--- src/hw/rtl/hex_record_encoder_macros.svh ---
// Assertion macros used by the hex record encoder datapath.
`ifndef HEX_RECORD_ENCODER_MACROS_SVH
`define HEX_RECORD_ENCODER_MACROS_SVH

// The consequent must hold in the same cycle as the antecedent.
`define HRE_ASSERT_NOW(label, clk, rst, ante, cons, msg) \
   label: assert property (@(posedge clk) disable iff (rst) (ante) |-> (cons)) \
      else $error(msg);

// The consequent must hold in the cycle after the antecedent.
`define HRE_ASSERT_NEXT(label, clk, rst, ante, cons, msg) \
   label: assert property (@(posedge clk) disable iff (rst) (ante) |=> (cons)) \
      else $error(msg);

`endif

--- src/hw/rtl/hre_pkg.sv ---
// Types, constants and the microcode ROM of the hex record encoder.
package hre_pkg;

   localparam int CSR_INDEX_W = 3;
   localparam int CSR_DATA_W  = 16;

   localparam logic [CSR_INDEX_W-1:0] CSR_LANE_MASK    = 3'd0;
   localparam logic [CSR_INDEX_W-1:0] CSR_ADDR_OFFSET  = 3'd1;
   localparam logic [CSR_INDEX_W-1:0] CSR_START_ADDR   = 3'd2;
   localparam logic [CSR_INDEX_W-1:0] CSR_START_ENABLE = 3'd3;

   localparam logic FUNC_DATA  = 1'b0;
   localparam logic FUNC_FLUSH = 1'b1;

   localparam int TYPE_W = 2;
   localparam logic [TYPE_W-1:0] REC_DATA  = 2'd0;
   localparam logic [TYPE_W-1:0] REC_EOF   = 2'd1;
   localparam logic [TYPE_W-1:0] REC_START = 2'd3;

   localparam int STEP_W = 3;
   localparam logic [STEP_W-1:0] STEP_COUNT   = 3'd0;
   localparam logic [STEP_W-1:0] STEP_ADDR_HI = 3'd1;
   localparam logic [STEP_W-1:0] STEP_ADDR_LO = 3'd2;
   localparam logic [STEP_W-1:0] STEP_TYPE    = 3'd3;
   localparam logic [STEP_W-1:0] STEP_DATA    = 3'd4;
   localparam logic [STEP_W-1:0] STEP_SUM     = 3'd5;

   typedef enum logic [2:0] {
      SRC_COUNT,
      SRC_ADDR_HI,
      SRC_ADDR_LO,
      SRC_TYPE,
      SRC_DATA,
      SRC_SUM
   } src_type;

   typedef enum logic [1:0] {
      COND_NONE,
      COND_HAS_DATA,
      COND_MORE_DATA,
      COND_CHAIN
   } cond_type;

   typedef struct packed {
      src_type          src;
      logic             rec_begin;
      logic             rec_finish;
      cond_type         cond;
      logic [STEP_W-1:0] next;
      logic [STEP_W-1:0] target;
   } ucode_type;

   typedef struct packed {
      logic      busy;
      ucode_type uc;
   } seq_ctrl_type;

   typedef struct packed {
      logic start;
      logic adv;
      logic has_data;
      logic more_data;
      logic chain;
   } dp_status_type;

   function automatic ucode_type ucode_rom(input logic [STEP_W-1:0] step);
      ucode_type word;
      unique case (step)
         STEP_COUNT:   word = '{SRC_COUNT, 1'b1, 1'b0, COND_NONE, STEP_ADDR_HI, STEP_COUNT};
         STEP_ADDR_HI: word = '{SRC_ADDR_HI, 1'b0, 1'b0, COND_NONE, STEP_ADDR_LO, STEP_COUNT};
         STEP_ADDR_LO: word = '{SRC_ADDR_LO, 1'b0, 1'b0, COND_NONE, STEP_TYPE, STEP_COUNT};
         STEP_TYPE:    word = '{SRC_TYPE, 1'b0, 1'b0, COND_HAS_DATA, STEP_SUM, STEP_DATA};
         STEP_DATA:    word = '{SRC_DATA, 1'b0, 1'b0, COND_MORE_DATA, STEP_SUM, STEP_DATA};
         STEP_SUM:     word = '{SRC_SUM, 1'b0, 1'b1, COND_CHAIN, STEP_COUNT, STEP_COUNT};
         default:      word = '{SRC_COUNT, 1'b1, 1'b0, COND_NONE, STEP_ADDR_HI, STEP_COUNT};
      endcase
      return word;
   endfunction

   function automatic logic [6:0] hex_char(input logic [3:0] nib);
      return (nib < 4'd10) ? (7'h30 + {3'b000, nib}) : (7'h37 + {3'b000, nib});
   endfunction

endpackage

--- src/hw/rtl/hre_if.sv ---
// Request and response channel interfaces of the hex record encoder.
interface hre_req_if;
   logic       valid;
   logic       ready;
   logic       func;
   logic [7:0] data_byte;

   modport source (output valid, output func, output data_byte, input ready);
   modport sink (input valid, input func, input data_byte, output ready);
endinterface

interface hre_rsp_if;
   logic       valid;
   logic       ready;
   logic [7:0] record_byte;
   logic [6:0] hex_high_char;
   logic [6:0] hex_low_char;
   logic       record_begin;
   logic       record_finish;
   logic       last;

   modport source (output valid, output record_byte, output hex_high_char,
                   output hex_low_char, output record_begin, output record_finish,
                   output last, input ready);
   modport sink (input valid, input record_byte, input hex_high_char,
                 input hex_low_char, input record_begin, input record_finish,
                 input last, output ready);
endinterface

--- src/hw/rtl/hre_ram.sv ---
// Generic simple dual-port RAM with registered read data.
module hre_ram #(
   parameter int WIDTH  = 8,
   parameter int DEPTH  = 16,
   parameter int ADDR_W = (DEPTH > 1) ? $clog2(DEPTH) : 1
) (
   input  logic              clock,
   input  logic              we,
   input  logic [ADDR_W-1:0] waddr,
   input  logic [WIDTH-1:0]  wdata,
   input  logic [ADDR_W-1:0] raddr,
   output logic [WIDTH-1:0]  rdata
);

   logic [WIDTH-1:0] mem_ff [DEPTH];
   logic [WIDTH-1:0] rdata_ff;

   always_ff @(posedge clock) begin
      if (we) begin
         mem_ff[waddr] <= wdata;
      end
      rdata_ff <= mem_ff[raddr];
   end

   assign rdata = rdata_ff;

endmodule

--- src/hw/rtl/hre_seq.sv ---
// Microcode sequencer: step counter, control ROM lookup and jump logic.
module hre_seq (
   input  logic                   clock,
   input  logic                   reset,
   input  hre_pkg::dp_status_type status,
   output hre_pkg::seq_ctrl_type  ctrl
);
   import hre_pkg::*;

   logic [STEP_W-1:0] step_ff, step_in;
   logic              busy_ff, busy_in;
   ucode_type         uc;

   assign uc        = ucode_rom(step_ff);
   assign ctrl.busy = busy_ff;
   assign ctrl.uc   = uc;

   always_comb begin
      step_in = step_ff;
      busy_in = busy_ff;
      if (status.start) begin
         step_in = STEP_COUNT;
         busy_in = 1'b1;
      end else if (status.adv) begin
         unique case (uc.cond)
            COND_NONE:      step_in = uc.next;
            COND_HAS_DATA:  step_in = status.has_data ? uc.target : uc.next;
            COND_MORE_DATA: step_in = status.more_data ? uc.target : uc.next;
            COND_CHAIN: begin
               step_in = uc.target;
               busy_in = status.chain;
            end
            default:        step_in = STEP_COUNT;
         endcase
      end
   end

   always_ff @(posedge clock) begin
      if (reset) begin
         step_ff <= STEP_COUNT;
         busy_ff <= 1'b0;
      end else begin
         step_ff <= step_in;
         busy_ff <= busy_in;
      end
   end

endmodule

--- src/hw/rtl/hre_dpath.sv ---
// Datapath: registers, stream state, record buffer and response register.
module hre_dpath #(
   parameter int RECORD_LENGTH = 16
) (
   input  logic                                 clock,
   input  logic                                 reset,
   hre_req_if.sink                              req,
   hre_rsp_if.source                            rsp,
   input  logic                                 csr_write_en,
   input  logic [hre_pkg::CSR_INDEX_W-1:0]      csr_index,
   input  logic [hre_pkg::CSR_DATA_W-1:0]       csr_data,
   input  hre_pkg::seq_ctrl_type                ctrl,
   output hre_pkg::dp_status_type               status
);
   import hre_pkg::*;
   `include "hex_record_encoder_macros.svh"

   localparam int CNT_W  = $clog2(RECORD_LENGTH + 1);
   localparam int ADDR_W = (RECORD_LENGTH > 1) ? $clog2(RECORD_LENGTH) : 1;
   localparam logic [CNT_W-1:0] REC_LEN_C    = CNT_W'(RECORD_LENGTH);
   localparam logic [15:0]      REC_LEN_ADDR = 16'(RECORD_LENGTH);

   logic [3:0]        lane_mask_ff;
   logic [15:0]       addr_offset_ff;
   logic [15:0]       start_addr_ff;
   logic              start_en_ff;

   logic [1:0]        lane_pos_ff, lane_pos_in;
   logic [CNT_W-1:0]  fill_ff, fill_in;
   logic [15:0]       rec_base_ff, rec_base_in;

   logic [CNT_W-1:0]  rec_count_ff, rec_count_in;
   logic [15:0]       rec_addr_ff, rec_addr_in;
   logic [TYPE_W-1:0] rec_type_ff, rec_type_in;
   logic [CNT_W-1:0]  data_idx_ff, data_idx_in;
   logic [7:0]        sum_ff, sum_in;
   logic              pend_start_ff, pend_start_in;
   logic              pend_eof_ff, pend_eof_in;

   logic              rsp_valid_ff, rsp_valid_in;
   logic [7:0]        rsp_byte_ff, rsp_byte_in;
   logic              rsp_begin_ff, rsp_begin_in;
   logic              rsp_finish_ff, rsp_finish_in;
   logic              rsp_last_ff, rsp_last_in;

   logic [3:0]        mask_eff;
   logic              accept;
   logic              keep;
   logic [CNT_W-1:0]  fill_inc;
   logic              adv;
   logic              chain;
   logic              start;
   logic              ram_we;
   logic [7:0]        ram_rdata;
   logic [7:0]        out_byte;

   assign mask_eff = (lane_mask_ff == 4'd0) ? 4'hF : lane_mask_ff;
   assign accept   = req.valid && !ctrl.busy;
   assign keep     = mask_eff[lane_pos_ff];
   assign fill_inc = fill_ff + CNT_W'(1);
   assign adv      = ctrl.busy && (!rsp_valid_ff || rsp.ready);
   assign chain    = pend_start_ff || pend_eof_ff;

   assign req.ready = !ctrl.busy;

   assign status.start     = start;
   assign status.adv       = adv;
   assign status.has_data  = (rec_type_ff == REC_DATA);
   assign status.more_data = ((data_idx_ff + CNT_W'(1)) != rec_count_ff);
   assign status.chain     = chain;

   always_comb begin
      unique case (ctrl.uc.src)
         SRC_COUNT:   out_byte = 8'(rec_count_ff);
         SRC_ADDR_HI: out_byte = rec_addr_ff[15:8];
         SRC_ADDR_LO: out_byte = rec_addr_ff[7:0];
         SRC_TYPE:    out_byte = 8'(rec_type_ff);
         SRC_DATA:    out_byte = ram_rdata;
         SRC_SUM:     out_byte = 8'd0 - sum_ff;
         default:     out_byte = 8'd0;
      endcase
   end

   always_comb begin
      lane_pos_in   = lane_pos_ff;
      fill_in       = fill_ff;
      rec_base_in   = rec_base_ff;
      rec_count_in  = rec_count_ff;
      rec_addr_in   = rec_addr_ff;
      rec_type_in   = rec_type_ff;
      data_idx_in   = data_idx_ff;
      sum_in        = sum_ff;
      pend_start_in = pend_start_ff;
      pend_eof_in   = pend_eof_ff;
      rsp_valid_in  = rsp_valid_ff;
      rsp_byte_in   = rsp_byte_ff;
      rsp_begin_in  = rsp_begin_ff;
      rsp_finish_in = rsp_finish_ff;
      rsp_last_in   = rsp_last_ff;
      start         = 1'b0;
      ram_we        = 1'b0;

      if (accept) begin
         if (req.func == FUNC_DATA) begin
            lane_pos_in = lane_pos_ff + 2'd1;
            if (keep) begin
               ram_we = 1'b1;
               if (fill_inc == REC_LEN_C) begin
                  start         = 1'b1;
                  rec_count_in  = REC_LEN_C;
                  rec_addr_in   = rec_base_ff + addr_offset_ff;
                  rec_type_in   = REC_DATA;
                  data_idx_in   = '0;
                  rec_base_in   = rec_base_ff + REC_LEN_ADDR;
                  fill_in       = '0;
                  pend_start_in = 1'b0;
                  pend_eof_in   = 1'b0;
               end else begin
                  fill_in = fill_inc;
               end
            end
         end else begin
            start       = 1'b1;
            lane_pos_in = 2'd0;
            fill_in     = '0;
            rec_base_in = 16'd0;
            data_idx_in = '0;
            if (fill_ff != '0) begin
               rec_count_in  = fill_ff;
               rec_addr_in   = rec_base_ff + addr_offset_ff;
               rec_type_in   = REC_DATA;
               pend_start_in = start_en_ff;
               pend_eof_in   = 1'b1;
            end else if (start_en_ff) begin
               rec_count_in  = '0;
               rec_addr_in   = start_addr_ff;
               rec_type_in   = REC_START;
               pend_start_in = 1'b0;
               pend_eof_in   = 1'b1;
            end else begin
               rec_count_in  = '0;
               rec_addr_in   = 16'd0;
               rec_type_in   = REC_EOF;
               pend_start_in = 1'b0;
               pend_eof_in   = 1'b0;
            end
         end
      end

      if (adv) begin
         rsp_valid_in  = 1'b1;
         rsp_byte_in   = out_byte;
         rsp_begin_in  = ctrl.uc.rec_begin;
         rsp_finish_in = ctrl.uc.rec_finish;
         rsp_last_in   = ctrl.uc.rec_finish && !chain;
         sum_in        = ctrl.uc.rec_begin ? out_byte : (sum_ff + out_byte);
         if (ctrl.uc.src == SRC_DATA) begin
            data_idx_in = data_idx_ff + CNT_W'(1);
         end
         if (ctrl.uc.rec_finish && chain) begin
            rec_count_in = '0;
            data_idx_in  = '0;
            if (pend_start_ff) begin
               rec_addr_in   = start_addr_ff;
               rec_type_in   = REC_START;
               pend_start_in = 1'b0;
            end else begin
               rec_addr_in = 16'd0;
               rec_type_in = REC_EOF;
               pend_eof_in = 1'b0;
            end
         end
      end else if (rsp.ready) begin
         rsp_valid_in = 1'b0;
      end
   end

   hre_ram #(
      .WIDTH (8),
      .DEPTH (RECORD_LENGTH)
   ) u_buffer (
      .clock (clock),
      .we    (ram_we),
      .waddr (fill_ff[ADDR_W-1:0]),
      .wdata (req.data_byte),
      .raddr (data_idx_in[ADDR_W-1:0]),
      .rdata (ram_rdata)
   );

   always_ff @(posedge clock) begin
      if (reset) begin
         lane_mask_ff   <= 4'hF;
         addr_offset_ff <= 16'd0;
         start_addr_ff  <= 16'd0;
         start_en_ff    <= 1'b0;
      end else if (csr_write_en) begin
         unique case (csr_index)
            CSR_LANE_MASK:    lane_mask_ff   <= csr_data[3:0];
            CSR_ADDR_OFFSET:  addr_offset_ff <= csr_data;
            CSR_START_ADDR:   start_addr_ff  <= csr_data;
            CSR_START_ENABLE: start_en_ff    <= csr_data[0];
            default: begin
            end
         endcase
      end
   end

   always_ff @(posedge clock) begin
      if (reset) begin
         lane_pos_ff   <= 2'd0;
         fill_ff       <= '0;
         rec_base_ff   <= 16'd0;
         pend_start_ff <= 1'b0;
         pend_eof_ff   <= 1'b0;
         rsp_valid_ff  <= 1'b0;
      end else begin
         lane_pos_ff   <= lane_pos_in;
         fill_ff       <= fill_in;
         rec_base_ff   <= rec_base_in;
         pend_start_ff <= pend_start_in;
         pend_eof_ff   <= pend_eof_in;
         rsp_valid_ff  <= rsp_valid_in;
      end
   end

   always_ff @(posedge clock) begin
      rec_count_ff  <= rec_count_in;
      rec_addr_ff   <= rec_addr_in;
      rec_type_ff   <= rec_type_in;
      data_idx_ff   <= data_idx_in;
      sum_ff        <= sum_in;
      rsp_byte_ff   <= rsp_byte_in;
      rsp_begin_ff  <= rsp_begin_in;
      rsp_finish_ff <= rsp_finish_in;
      rsp_last_ff   <= rsp_last_in;
   end

   assign rsp.valid         = rsp_valid_ff;
   assign rsp.record_byte   = rsp_byte_ff;
   assign rsp.hex_high_char = hex_char(rsp_byte_ff[7:4]);
   assign rsp.hex_low_char  = hex_char(rsp_byte_ff[3:0]);
   assign rsp.record_begin  = rsp_begin_ff;
   assign rsp.record_finish = rsp_finish_ff;
   assign rsp.last          = rsp_last_ff;

   `HRE_ASSERT_NOW(a_fill_below_len, clock, reset, 1'b1, fill_ff < REC_LEN_C,
      "Buffer fill count reached the record length.")
   `HRE_ASSERT_NOW(a_data_in_range, clock, reset, ctrl.busy && ctrl.uc.src == SRC_DATA,
      data_idx_ff < rec_count_ff, "Data byte index ran past the record count.")
   `HRE_ASSERT_NEXT(a_last_ends_busy, clock, reset, adv && rsp_last_in, !ctrl.busy,
      "Sequencer stayed busy after the final response of a request.")
   `HRE_ASSERT_NOW(a_empty_not_data, clock, reset, adv && ctrl.uc.src == SRC_TYPE &&
      rec_type_ff != REC_DATA, rec_count_ff == '0,
      "Start or end record carries a nonzero count.")

endmodule

--- src/hw/rtl/hex_record_encoder.sv ---
// Top level of the hex record encoder.
//
// Requests carry either a data byte or an end-of-stream flush. Data bytes
// whose position modulo four is enabled by the lane mask are buffered; the
// request that fills a record of RECORD_LENGTH bytes produces that record
// as a burst of response bytes: count, address, type, data and checksum,
// each with its two ASCII hex digits and begin and finish marks. A flush
// sends any partial record, the optional start record and the end record,
// then clears the stream position, fill count and running address.
// Requests that produce no response are taken every cycle. A request that
// produces a burst is followed by one response byte per cycle, in all
// RECORD_LENGTH + 5 bytes for a full record and up to RECORD_LENGTH + 14
// for a flush; the microcode sequencer emits one byte per step and takes
// no new request until the burst is handed off. The last byte of a burst
// is marked with last. A stalled receiver holds the response register and
// freezes the sequencer. Reset clears the stream state and loads the
// register defaults; the buffer needs no clearing.
module hex_record_encoder #(
   parameter int RECORD_LENGTH = 16
) (
   input  logic                            clock,
   input  logic                            reset,
   hre_req_if.sink                         req_ch,
   hre_rsp_if.source                       rsp_ch,
   input  logic                            csr_write_en,
   input  logic [hre_pkg::CSR_INDEX_W-1:0] csr_index,
   input  logic [hre_pkg::CSR_DATA_W-1:0]  csr_data
);
   import hre_pkg::*;

   seq_ctrl_type  ctrl;
   dp_status_type status;

   hre_seq u_seq (
      .clock  (clock),
      .reset  (reset),
      .status (status),
      .ctrl   (ctrl)
   );

   hre_dpath #(
      .RECORD_LENGTH (RECORD_LENGTH)
   ) u_dpath (
      .clock        (clock),
      .reset        (reset),
      .req          (req_ch),
      .rsp          (rsp_ch),
      .csr_write_en (csr_write_en),
      .csr_index    (csr_index),
      .csr_data     (csr_data),
      .ctrl         (ctrl),
      .status       (status)
   );

endmodule

--- src/flat_wrapper.sv ---
// flat-port wrapper written by rule: the top's interface ports become plain ports
module hex_record_encoder_flat import hre_pkg::*;
#(
   parameter int RECORD_LENGTH = 16
)
  (clock, reset, csr_write_en, csr_index, csr_data, req_ch_valid, req_ch_func, req_ch_data_byte, req_ch_ready, rsp_ch_valid, rsp_ch_record_byte, rsp_ch_hex_high_char, rsp_ch_hex_low_char, rsp_ch_record_begin, rsp_ch_record_finish, rsp_ch_last, rsp_ch_ready);
  hre_req_if req_ch_i ();
  hre_rsp_if rsp_ch_i ();
  input  logic clock;
  input  logic reset;
  input  logic csr_write_en;
  input  logic [hre_pkg::CSR_INDEX_W-1:0] csr_index;
  input  logic [hre_pkg::CSR_DATA_W-1:0] csr_data;
  input wire logic [$bits(req_ch_i.valid)-1:0] req_ch_valid;
  input wire logic [$bits(req_ch_i.func)-1:0] req_ch_func;
  input wire logic [$bits(req_ch_i.data_byte)-1:0] req_ch_data_byte;
  output wire logic [$bits(req_ch_i.ready)-1:0] req_ch_ready;
  output wire logic [$bits(rsp_ch_i.valid)-1:0] rsp_ch_valid;
  output wire logic [$bits(rsp_ch_i.record_byte)-1:0] rsp_ch_record_byte;
  output wire logic [$bits(rsp_ch_i.hex_high_char)-1:0] rsp_ch_hex_high_char;
  output wire logic [$bits(rsp_ch_i.hex_low_char)-1:0] rsp_ch_hex_low_char;
  output wire logic [$bits(rsp_ch_i.record_begin)-1:0] rsp_ch_record_begin;
  output wire logic [$bits(rsp_ch_i.record_finish)-1:0] rsp_ch_record_finish;
  output wire logic [$bits(rsp_ch_i.last)-1:0] rsp_ch_last;
  input wire logic [$bits(rsp_ch_i.ready)-1:0] rsp_ch_ready;
  assign req_ch_i.valid = req_ch_valid;
  assign req_ch_i.func = req_ch_func;
  assign req_ch_i.data_byte = req_ch_data_byte;
  assign req_ch_ready = req_ch_i.ready;
  assign rsp_ch_valid = rsp_ch_i.valid;
  assign rsp_ch_record_byte = rsp_ch_i.record_byte;
  assign rsp_ch_hex_high_char = rsp_ch_i.hex_high_char;
  assign rsp_ch_hex_low_char = rsp_ch_i.hex_low_char;
  assign rsp_ch_record_begin = rsp_ch_i.record_begin;
  assign rsp_ch_record_finish = rsp_ch_i.record_finish;
  assign rsp_ch_last = rsp_ch_i.last;
  assign rsp_ch_i.ready = rsp_ch_ready;
  hex_record_encoder #(.RECORD_LENGTH(RECORD_LENGTH)) u_core (.clock(clock), .reset(reset), .req_ch(req_ch_i), .rsp_ch(rsp_ch_i), .csr_write_en(csr_write_en), .csr_index(csr_index), .csr_data(csr_data));
endmodule
--- config.mk ---
export PLATFORM = sky130hd
export DESIGN_NAME = hex_record_encoder_flat
export DESIGN_NICKNAME = d
export VERILOG_FILES = /design/src/hw/rtl/hre_pkg.sv /design/src/hw/rtl/hre_if.sv /design/src/hw/rtl/hre_ram.sv /design/src/hw/rtl/hre_seq.sv /design/src/hw/rtl/hre_dpath.sv /design/src/hw/rtl/hex_record_encoder.sv /design/src/flat_wrapper.sv
export VERILOG_INCLUDE_DIRS = /design/src /design/src/hw/rtl
export SDC_FILE = /design/constraint.sdc
export NUM_CORES = 1
export LEC_CHECK = 0
export BUFFER_PORTS_ARGS = -buffer_cell sky130_fd_sc_hd__clkbuf_2
export CAP_MARGIN = 20
export CORE_MARGIN = 5
export CORE_UTILIZATION = 35
export CTS_BUF_LIST = sky130_fd_sc_hd__clkbuf_16
export DETAILED_ROUTE_END_ITERATION = 7
export GPL_ROUTABILITY_DRIVEN = 0
export MAX_ROUTING_LAYER = met4
export PLACE_DENSITY_LB_ADDON = 0.25
export SLEW_MARGIN = 10
export SYNTH_ARGS = -nofsm -noshare
export SYNTH_HDL_FRONTEND = slang
export SYNTH_SLANG_ARGS = --single-unit
export TNS_END_PERCENT = 10
--- constraint.sdc ---
create_clock -name clock -period 5 [get_ports clock]
set_clock_uncertainty 0.15 [all_clocks]
set_input_delay 1 -clock clock [delete_from_list [all_inputs] [get_ports clock]]
set_output_delay 1 -clock clock [all_outputs]
set_load 0.1 [all_outputs]
==> metrics, run 1 <==
outcome=complete, no violations; CTS buffer count=29; pin count of the biggest net entering global routing=97; Post-Place Setup Slack=0.3745 ns; CTS tree=yes; WL final=38810 um; Slew HR=37.37%; startpoint types=register; kind of cell adding the most delay to the critical path=compound AO/OA/AOI/OAI gates; Hold WC Path Type=reg2reg; Final Net Count=1519; horizontal die dimension=202.9 um; Synth Register Bits=246; worst path cell trace=inv_1 > ha_1 > a21oi_1 > o21ai_1 > nor2b_1 > a222oi_1 > a31oi_1 > ha_1 > a21oi_1 > nor2b_1 > o21a_1 > o41ai_1 > xnor2_1 > nand2_1 > xnor2_1; synth cell count leaders=205 x nand2_1, 182 x a21oi_1, 156 x nand3_1, 147 x edfxtp_1, 99 x dfxtp_1; initial antenna violation count=0; Root Buffer=clkbuf_16; CTS H-tree lvls=1; row cnt=70; Synth top area share=33.89%; Area Overhead vs Synth=13.57%; Clock Latency Late Sink=0.56 ns; number of global-route vias before repair=10656; final setup margin=0.5553 ns; mapped cell area=13020 um2; FILL cells=3575; CTS clk-pin slew, worst paths=0.06 ns; clock sink total=246; maximum achievable frequency=225.0 MHz; worst reg2reg setup slack=0.56 ns; Avg WL per Cell=19.95 um; EDFF count, synth=147; fin crit share=88.89%; post-synthesis cell count=1442; Worst Path Required=5.14 ns; DRT Pass-1 Iters=7; sequential element share of the synthesized area=49.11%; Overflow after GRT=0; Post-CTS Setup Bufs=0; clock buffer depth=3; r2r endpoint=u_core.u_dpath.sum_ff[7]; Setup crit end kind=register; leading area contributor after synthesis=edfxtp_1; Antenna diodes=0; DR vias/cell=5.864; Slew @ Worst Pin=0.9395 ns; Slew Viols, Final=0; PortBufs=59; Most used DFF post-synth=edfxtp_1; syn_nets=1505; share of layout cells above drive strength 1=11.64%; Syn Area/Cell=9.032 um2; final setup fails=0; WHS Path Cells=2; via count=11411; Initial Util=35.49%; post-route minimum period=4.445 ns; Post-DP Area=13790 um2; io pins=60; final core utilization=40.31%; RSZ-0062 raised after global routing=no; FF-to-FF Start=u_core.u_seq.step_ff[1]; first-pass GRT wire length=60690 um; Max FO, Critical Path=12; delay of the slowest cell on the worst path=0.53 ns; pwr dens=323.1 nW/um2; top post-synthesis cells by area=edfxtp_1 34%, dfxtp_1 15%, a21oi_1 7.0%, nand3_1 6.0%, nand2_1 5.9%; Yosys warnings=0; maxcap violations=0; Placeable Area=36700 um2; crit path DAT=4.59 ns; full die area=41170 um2; drc violations=0; Crit Path Class=reg2reg; overall routing resource usage=18.77%; most frequent cell after synthesis=nand2_1; endpoints failing hold=0; design area=14790 um2; Min-Delay Endpoint=u_core.u_dpath.addr_offset_ff[0]; Yosys cell types=70; Crit-path slowest cell=dfxtp_1; Worst VDD drop=0.2567 mV; Die Y-Extent=202.9 um; sum of buffers and inverters on the critical path=1; hold path startpoint=u_core.u_dpath.addr_offset_ff[0]; HPWL after detailed placement=24320 um; initial DRC count=1025; leakage=5.163 nW; asr flop ratio synth=0%; R2R cell count=15; ANT nets after route=0
state kept, by name, indices dropped and copies added, names as in the netlist, 2 cells and up:
signal / cells
u_core.u_dpath.addr_offset_ff: 16
u_core.u_dpath.data_idx_ff: 5
u_core.u_dpath.fill_ff: 5
u_core.u_dpath.lane_mask_ff: 4
u_core.u_dpath.lane_pos_ff: 2
u_core.u_dpath.rec_addr_ff: 16
u_core.u_dpath.rec_base_ff: 12
u_core.u_dpath.rec_count_ff: 5
u_core.u_dpath.rec_type_ff: 2
u_core.u_dpath.rsp.record_byte: 8
u_core.u_dpath.start_addr_ff: 16
u_core.u_dpath.sum_ff: 8
u_core.u_dpath.u_buffer.mem_ff: 128
u_core.u_dpath.u_buffer.rdata: 8
u_core.u_seq.step_ff: 3
worst reg2reg max path, stage by stage (launching register included):
cell and delay (ns):
dfxtp_1 0.53, inv_1 0.13, ha_1 0.46, a21oi_1 0.08
o21ai_1 0.40, nor2b_1 0.43, a222oi_1 0.19, a31oi_1 0.33
ha_1 0.33, a21oi_1 0.21, nor2b_1 0.08, o21a_1 0.18
o41ai_1 0.30, xnor2_1 0.16, nand2_1 0.08, xnor2_1 0.15
cell usage in the layout, fill, tap and decap left out, types with 7 or more instances in the layout:
cell type,instances
a22oi_1,22
o21ai_0,48
nor2b_1,13
edfxtp_1,147
a222oi_1,7
nand3_1,156
nand2b_1,8
a211oi_1,14
o221ai_1,10
inv_1,27
clkbuf_2,59
xnor2_1,19
ha_1,29
nand4_1,74
dfxtp_1,98
a21o_1,8
a21oi_1,180
and3_1,7
a31oi_1,22
nor2_1,71
nor3_1,31
a32oi_1,19
xor2_1,25
buf_4,35
o211ai_1,9
clkinv_1,7
clkbuf_16,31
nand2_1,205
cells by family after synthesis:
group / share of synthesized area, %
AO/OA/AOI/OAI: 18.03
XOR/XNOR: 2.959
adder cells (fa/ha/maj): 2.940
buffers and inverters: 4.429
flip-flops: 49.11
multiplexers: 0.6437
AND/OR/NAND/NOR: 21.88
worst max path at each step:
stage	from	endpoint	slack (ns)	cells after the start
after floorplan	u_core.u_dpath.rsp.record_byte[3]	rsp_ch_hex_low_char[4]	-0.44	3
after global placement	u_core.u_seq.step_ff[1]	u_core.u_dpath.sum_ff[7]	0.46	17
after detailed placement	u_core.u_seq.step_ff[1]	u_core.u_dpath.sum_ff[7]	0.37	17
after CTS	u_core.u_seq.step_ff[1]	u_core.u_dpath.sum_ff[7]	0.38	17
after global routing	u_core.u_seq.step_ff[1]	u_core.u_dpath.sum_ff[7]	0.18	17
final	u_core.u_seq.step_ff[1]	u_core.u_dpath.sum_ff[7]	0.56	15
stage by stage:
step | hold WS, ns | instances | TNS [ns] | power [W]
6_report | 0.3103 | 1946 | 0 | 0.004779
5_1_grt | 0.3236 | 1946 | 0 | 0.004946
4_1_cts | 0.3100 | 1946 | 0 | 0.004828
3_5_place_dp | 0.2947 | 1893 | 0 | 0.002629
3_3_place_gp | 0.2888 | 1892 | 0 | 0.002626
2_1_floorplan | 0.2749 | 1442 | -0.5540 | 0.002509
area by class of cell:
class	count	area, um2	area share (%)
Clock inverter	22	217.7	1.472
Timing Repair Buffer	97	601.8	4.069
Inverter	27	101.3	0.6852
Clock buffer	31	775.7	5.244
Multi-Input combinational cell	1055	6110	41.30
Sequential cell	246	6400	43.27
Tap cell	468	585.6	3.959
timing repair:
item / 4_1_cts / 5_1_grt
hold endpoints to repair: 0 / 0
hold buffers: 0 / 0
setup endpoints to repair: 0 / 1
resized for setup: 0 / 1
power breakdown:
group          switching (W)  leakage, nW  internal (W)
combinational       0.000270         2.53     0.0000929
sequential         0.0000364         2.14       0.00219
clock               0.000870        0.497       0.00132
total                0.00118         5.16       0.00360
metal layers:
layer / vias up / global-route usage [%] / share of wire [%]
li1: 5397 / - / -
met1: 5527 / 24.96 / 43
met2: 412 / 29.79 / 47
met3: 75 / 3.226 / 7.1
met4: 0 / 5.213 / 2.7
met5: - / - / 0
No activity file was read; power rests on OpenSTA's default activity.
==> run 2, diff against run 1 <==
- CORE_UTILIZATION: 35 -> 55
- GPL_ROUTABILITY_DRIVEN: 0 -> not set
==> run 2 against run 1 <==
Net effect: global-route usage up 8.2 points; total power down 6.6%; setup slack worse by 0.11 ns; clock power down 14%; sequential power about the same.
==> metrics, run 2 (synthesized netlist as in run 1, its figures left out) <==
via count=11503 (+0.81%); full die area=26860 um2 (-35%); Overflow after GRT=0 (unchanged); first-pass GRT wire length=57010 um (-6.1%); Flop pwr share=49.8% (+3.3 points); RSZ-0062 raised after global routing=no; Reg with most FFs=u_core.u_dpath.u_buffer.mem_ff; cell count after placement=1728 (-8.7%); Setup crit end kind=register; HPWL after detailed placement=22650 um (-6.9%); Crit-path slowest cell=dfxtp_1; clock sink total=246 (unchanged); Slew Viols, Final=0 (unchanged); Die Y-Extent=163.9 um (-19%); outcome=complete, no violations; M1 WL=14360 um (-14%); share of layout cells above drive strength 1=10.54% (-1.1 points); switching pwr=0.001118 W (-5.0%); Worst Path Required=5.12 ns (-0.02 ns); initial DRC count=1169 (+14%); overall routing resource usage=26.95% (+8.2 points); Root Buffer=clkbuf_16; max reg flops=128 (unchanged); drc violations=0 (unchanged); Initial Util=55.65% (+20 points); Final Net Count=1503 (-1.1%); number of global-route vias before repair=10745 (+0.84%); Antenna diodes=0 (unchanged); Hold WC Path Type=reg2reg; pin count of the biggest net entering global routing=124 (+28%); startpoint types=register; DR vias/cell=6.462 (+10%); Crit Path Class=reg2reg; Post-CTS Setup Bufs=0 (unchanged); CTS tree=yes; CTS clk-pin slew, worst paths=0.07 ns (about the same); fin crit share=91.18% (+2.3 points); Placer Congestion=0.9399; pwr dens=310.6 nW/um2 (-3.9%); uppermost layer routed=met4; horizontal die dimension=163.9 um (-19%); Total Power=0.004463 W (-6.6%); met3 WL=2793 um (+2.0%); io pins=60 (unchanged); endpoints failing hold=0 (unchanged); Hold WS=0.3089 ns (-0.001432 ns); Layout Cells excl Fill=1780 (-8.5%); clock share of power=42.2% (-3.7 points); PortBufs=59 (unchanged); met2 WL=17400 um (-4.6%); worst path cell trace=inv_1 > ha_1 > a21oi_1 > o21ai_1 > nor2b_1 > a222oi_1 > a31oi_1 > ha_1 > a21oi_1 > nor2b_1 > o21a_1 > o41ai_1 > xnor2_1 > nand2_1 > xnor2_1; Slew @ Worst Pin=0.9741 ns (+0.03466 ns); maximum achievable frequency=219.3 MHz (-2.5%); Comb pwr share=8.0% (+0.4 points); CTS H-tree lvls=1 (unchanged); clock buffer depth=3 (unchanged); ANT nets after route=0 (unchanged); CTS buffer count=27 (-6.9%); initial antenna violation count=0 (unchanged); P_int=0.003345 W (-7.2%); maxcap violations=0 (unchanged); Placeable Area=23400 um2 (-36%); Avg WL per Cell=20.18 um (+1.2%); Area Overhead vs Synth=10.34%; Max FO, Critical Path=12 (unchanged); Post-DP Area=13490 um2 (-2.2%); most frequent cells in the layout=205 x nand2_1, 180 x a21oi_1, 156 x nand3_1; crit path DAT=4.68 ns (+0.09 ns); DRT Pass-1 Iters=5 (-2); delay of the slowest cell on the worst path=0.55 ns (+0.02 ns); most common cell after layout, fill and taps aside=nand2_1; design area=14370 um2 (-2.9%); Slew HR=34.46% (-2.9 points); Clock Latency Late Sink=0.54 ns (-0.02 ns); leakage=5.034 nW (-2.5%); WL final=35920 um (-7.5%); row cnt=56 (-20%); final setup fails=0 (unchanged); Switching Fraction=25.05% (+0.44 points); Worst VDD drop=0.2773 mV (+8.1%); post-route minimum period=4.559 ns (+0.1142 ns)
[run 2: critical path: cells and delay by family (launching register included)]
family                     cells  cell delay, ns
xor gates and xnor gates       2            0.32
adders and majority gates      2            0.78
AOI/OAI and AO/OA              7            1.78
buffers and inverters          1            0.13
and+or+nand+nor                3            0.58
DFF                            1            0.55
[run 2: what timing repair did]
item / CTS / global route
endpoints found under the setup margin: 0 / 1
hold buffers: 0 / 0
gates resized for setup: 0 / 1
[run 2: cell type report]
cell class	count	area, um2
fill	1993	9032
timing repair buffer	83	520.5
clock inverter	22	138.9
inverter	27	101.3
multi-input combinational	1055	6110
sequential	246	6400
clock buffer	28	700.7
tap	319	399.1
[run 2: final timing paths]
path              depth (start not counted)                             to  slack [ns]                             from
hold / removal                            2  u_core.u_dpath.rec_addr_ff[0]        0.31  u_core.u_dpath.start_addr_ff[0]
setup / recovery                         15       u_core.u_dpath.sum_ff[7]        0.44          u_core.u_seq.step_ff[1]
setup reg to reg                         15       u_core.u_dpath.sum_ff[7]        0.44          u_core.u_seq.step_ff[1]
hold reg to reg                           2  u_core.u_dpath.rec_addr_ff[0]        0.31  u_core.u_dpath.start_addr_ff[0]
[run 2: routing by layer]
layer / GRT usage [%] / vias up
met5: - / -
met1: 34.35 / 5495
met4: 9.798 / 0
met3: 4.090 / 99
li1: - / 5364
met2: 44.01 / 545
[run 2: power groups by stage]
stage	registers, W	clock network [W]	logic, W
floorplan	0.00228	0	0.000227
global placement	0.00226	0	0.000347
detailed placement	0.00227	0	0.000353
CTS	0.00222	0.00191	0.000354
global route	0.00223	0.00200	0.000383
finish	0.00222	0.00188	0.000357
[run 2: metrics by stage]
stage          utilization, %  setup WS [ns]  setup TNS, ns
6_report                61.40         0.4410              0
5_1_grt                 61.40        0.07476              0
4_1_cts                 61.23         0.4481              0
3_5_place_dp            57.65         0.5052              0
3_3_place_gp            57.65         0.6406              0
2_1_floorplan               -        -0.4438        -0.5540
==> run 3, diff against run 2 <==
- MAX_ROUTING_LAYER: met4 -> not set
==> run 3 against run 2 <==
Net effect: clock power is essentially flat; routed wire length is essentially flat; highest routed layer unchanged; non-clock buffer count did not move; critical path depth is the same; hold slack barely moved; first-iteration DRC count is 3.1% higher; critical path type unchanged; die area unchanged; core utilization did not move; global-route usage is 0.77 points lower; cell area stayed put; sequential power hardly changed; flip-flop and latch count unchanged.
==> metrics, run 3 (synthesized netlist as in run 1, its figures left out) <==
HPWL after detailed placement=22650 um (unchanged); delay of the slowest cell on the worst path=0.55 ns (about the same); WL final=35930 um (about the same); overall routing resource usage=26.18% (-0.77 points); horizontal die dimension=163.9 um (unchanged); switching pwr=0.001120 W (+0.20%); ANT nets after route=0 (unchanged); Setup crit end kind=register; Switching Fraction=25.09% (+0.038 points); maximum achievable frequency=221.5 MHz (+1.0%); crit path DAT=4.64 ns (-0.04 ns); Final Net Count=1503 (unchanged); Crit Path Class=reg2reg; worst path cell trace=inv_1 > ha_1 > a21oi_1 > o21ai_1 > nor2b_1 > a222oi_1 > a31oi_1 > ha_1 > a21oi_1 > nor2b_1 > o21a_1 > o41ai_1 > xnor2_1 > nand2_1 > xnor2_1; CTS tree=yes; Post-DP Area=13490 um2 (unchanged); post-route minimum period=4.514 ns (-0.04502 ns); full die area=26860 um2 (unchanged); pwr dens=310.7 nW/um2 (about the same); Comb pwr share=8.0% (about the same); FILL cells=1991 (-0.10%); leakage=5.034 nW (unchanged); pin count of the biggest net entering global routing=124 (unchanged); design area=14370 um2 (unchanged); maxcap violations=0 (unchanged); WP depth=15 (unchanged); Max FO, Critical Path=12 (unchanged); sum of buffers and inverters on the critical path=1 (unchanged); RSZ-0062 raised after global routing=no; Worst VDD drop=0.2769 mV (-0.16%); Area Overhead vs Synth=10.34% (unchanged); fin crit share=90.28% (-0.90 points); Crit-path slowest cell=dfxtp_1; Overflow after GRT=0 (unchanged); R2R cell count=15 (unchanged); row cnt=56 (unchanged); Reg with most FFs=u_core.u_dpath.u_buffer.mem_ff; number of global-route vias before repair=10730 (-0.14%); multi-input logic area=6110 um2 (unchanged); Flop pwr share=49.8% (about the same); kind of cell adding the most delay to the critical path=compound AO/OA/AOI/OAI gates; Slew Viols, Final=0 (unchanged); Slew HR=36.02% (+1.6 points); final core utilization=61.40% (unchanged); DR vias/cell=6.477 (+0.23%); Antenna diodes=0 (unchanged); Initial Util=55.65% (unchanged); Hold WC Path Type=reg2reg; clock share of power=42.2% (about the same); CTS buffer count=27 (unchanged); Die Y-Extent=163.9 um (unchanged); clock sink total=246 (unchanged); Root Buffer=clkbuf_16; most common cell after layout, fill and taps aside=nand2_1; max reg flops=128 (unchanged); CTS clk-pin slew, worst paths=0.07 ns (about the same); WHS Path Cells=2 (unchanged); hold_buf cts=0 (unchanged); startpoint types=register; initial antenna violation count=0 (unchanged); initial DRC count=1205 (+3.1%); via count=11529 (+0.23%); endpoints failing hold=0 (unchanged); clock buffer depth=3 (unchanged); share of layout cells above drive strength 1=10.54% (unchanged); Placeable Area=23400 um2 (unchanged); Avg WL per Cell=20.18 um (about the same); Slew @ Worst Pin=0.9510 ns (-0.02314 ns); outcome=complete, no violations; Clock Latency Late Sink=0.54 ns (about the same); first-pass GRT wire length=56940 um (-0.13%); io pins=60 (unchanged); Placer Congestion=0.9236 (-1.7%); drc violations=0 (unchanged); Worst Path Required=5.13 ns (about the same); worst reg2reg setup slack=0.49 ns (+0.05 ns); PortBufs=59 (unchanged); final setup fails=0 (unchanged); P_int=0.003345 W (about the same); DRT Pass-1 Iters=6 (+1); Register Area=6400 um2 (unchanged); most frequent cells in the layout=205 x nand2_1, 180 x a21oi_1, 156 x nand3_1; CTS H-tree lvls=1 (unchanged)
## run 3: cell counts in the layout (fill, tap and decap cells not counted)
No cell type changed its count.
## run 3: tightest hold or removal path, cell delays in order (launching register included)
cell     delay, ns
dfxtp_1       0.33
nand2_1       0.04
o21ai_0       0.05
## run 3: final cells by class
class                      instances  share of cell area [%]
sequential                       246                   44.54
inverter                          27                  0.7053
clock buffer                      28                   4.876
tap                              319                   2.778
clock inverter                    22                  0.9665
multi-input combinational       1055                   42.52
timing repair buffer              83                   3.622
## run 3: stage by stage
stage | total power [W] | setup slack, ns | setup TNS (ns) | std cells | hold WS (ns)
3_3_place_gp | 0.002612 | 0.6406 | 0 | 1728 | 0.2957
2_1_floorplan | 0.002509 | -0.4438 | -0.5540 | 1442 | 0.2749
5_1_grt | 0.004613 | 0.07476 | 0 | 1780 | 0.3266
6_report | 0.004465 | 0.4861 | 0 | 1780 | 0.3084
4_1_cts | 0.004490 | 0.4481 | 0 | 1778 | 0.3077
3_5_place_dp | 0.002619 | 0.5052 | 0 | 1728 | 0.2962
## run 3: power by group through the flow
stage	logic, W	registers (W)	clock network (W)
final	0.000357	0.00222	0.00188
after global placement	0.000347	0.00226	0
after detailed placement	0.000353	0.00227	0
after CTS	0.000354	0.00222	0.00191
after global routing	0.000383	0.00223	0.00200
after floorplan	0.000227	0.00228	0
## run 3: per-layer routing
layer,routed length (um),vias up,part of all wire (%),GRT usage [%]
met1,14120,5497,39,34.30
li1,-,5368,-,-
met4,1430,0,4.0,9.836
met3,2922,93,8.1,4.141
met2,17450,571,49,43.99
met5,0,-,0,0
## run 3: final timing paths
| path | startpoint | to |
|---|---|---|
| setup / recovery | u_core.u_seq.step_ff[1] | u_core.u_dpath.sum_ff[7] |
| setup reg to reg | u_core.u_seq.step_ff[1] | u_core.u_dpath.sum_ff[7] |
| hold reg to reg | u_core.u_dpath.start_addr_ff[3] | u_core.u_dpath.rec_addr_ff[3] |
| hold / removal | u_core.u_dpath.start_addr_ff[3] | u_core.u_dpath.rec_addr_ff[3] |
## run 3: what timing repair did
action,CTS,global route
setup endpoints to repair,0,1
resized for setup,0,1
buffers inserted,0,0
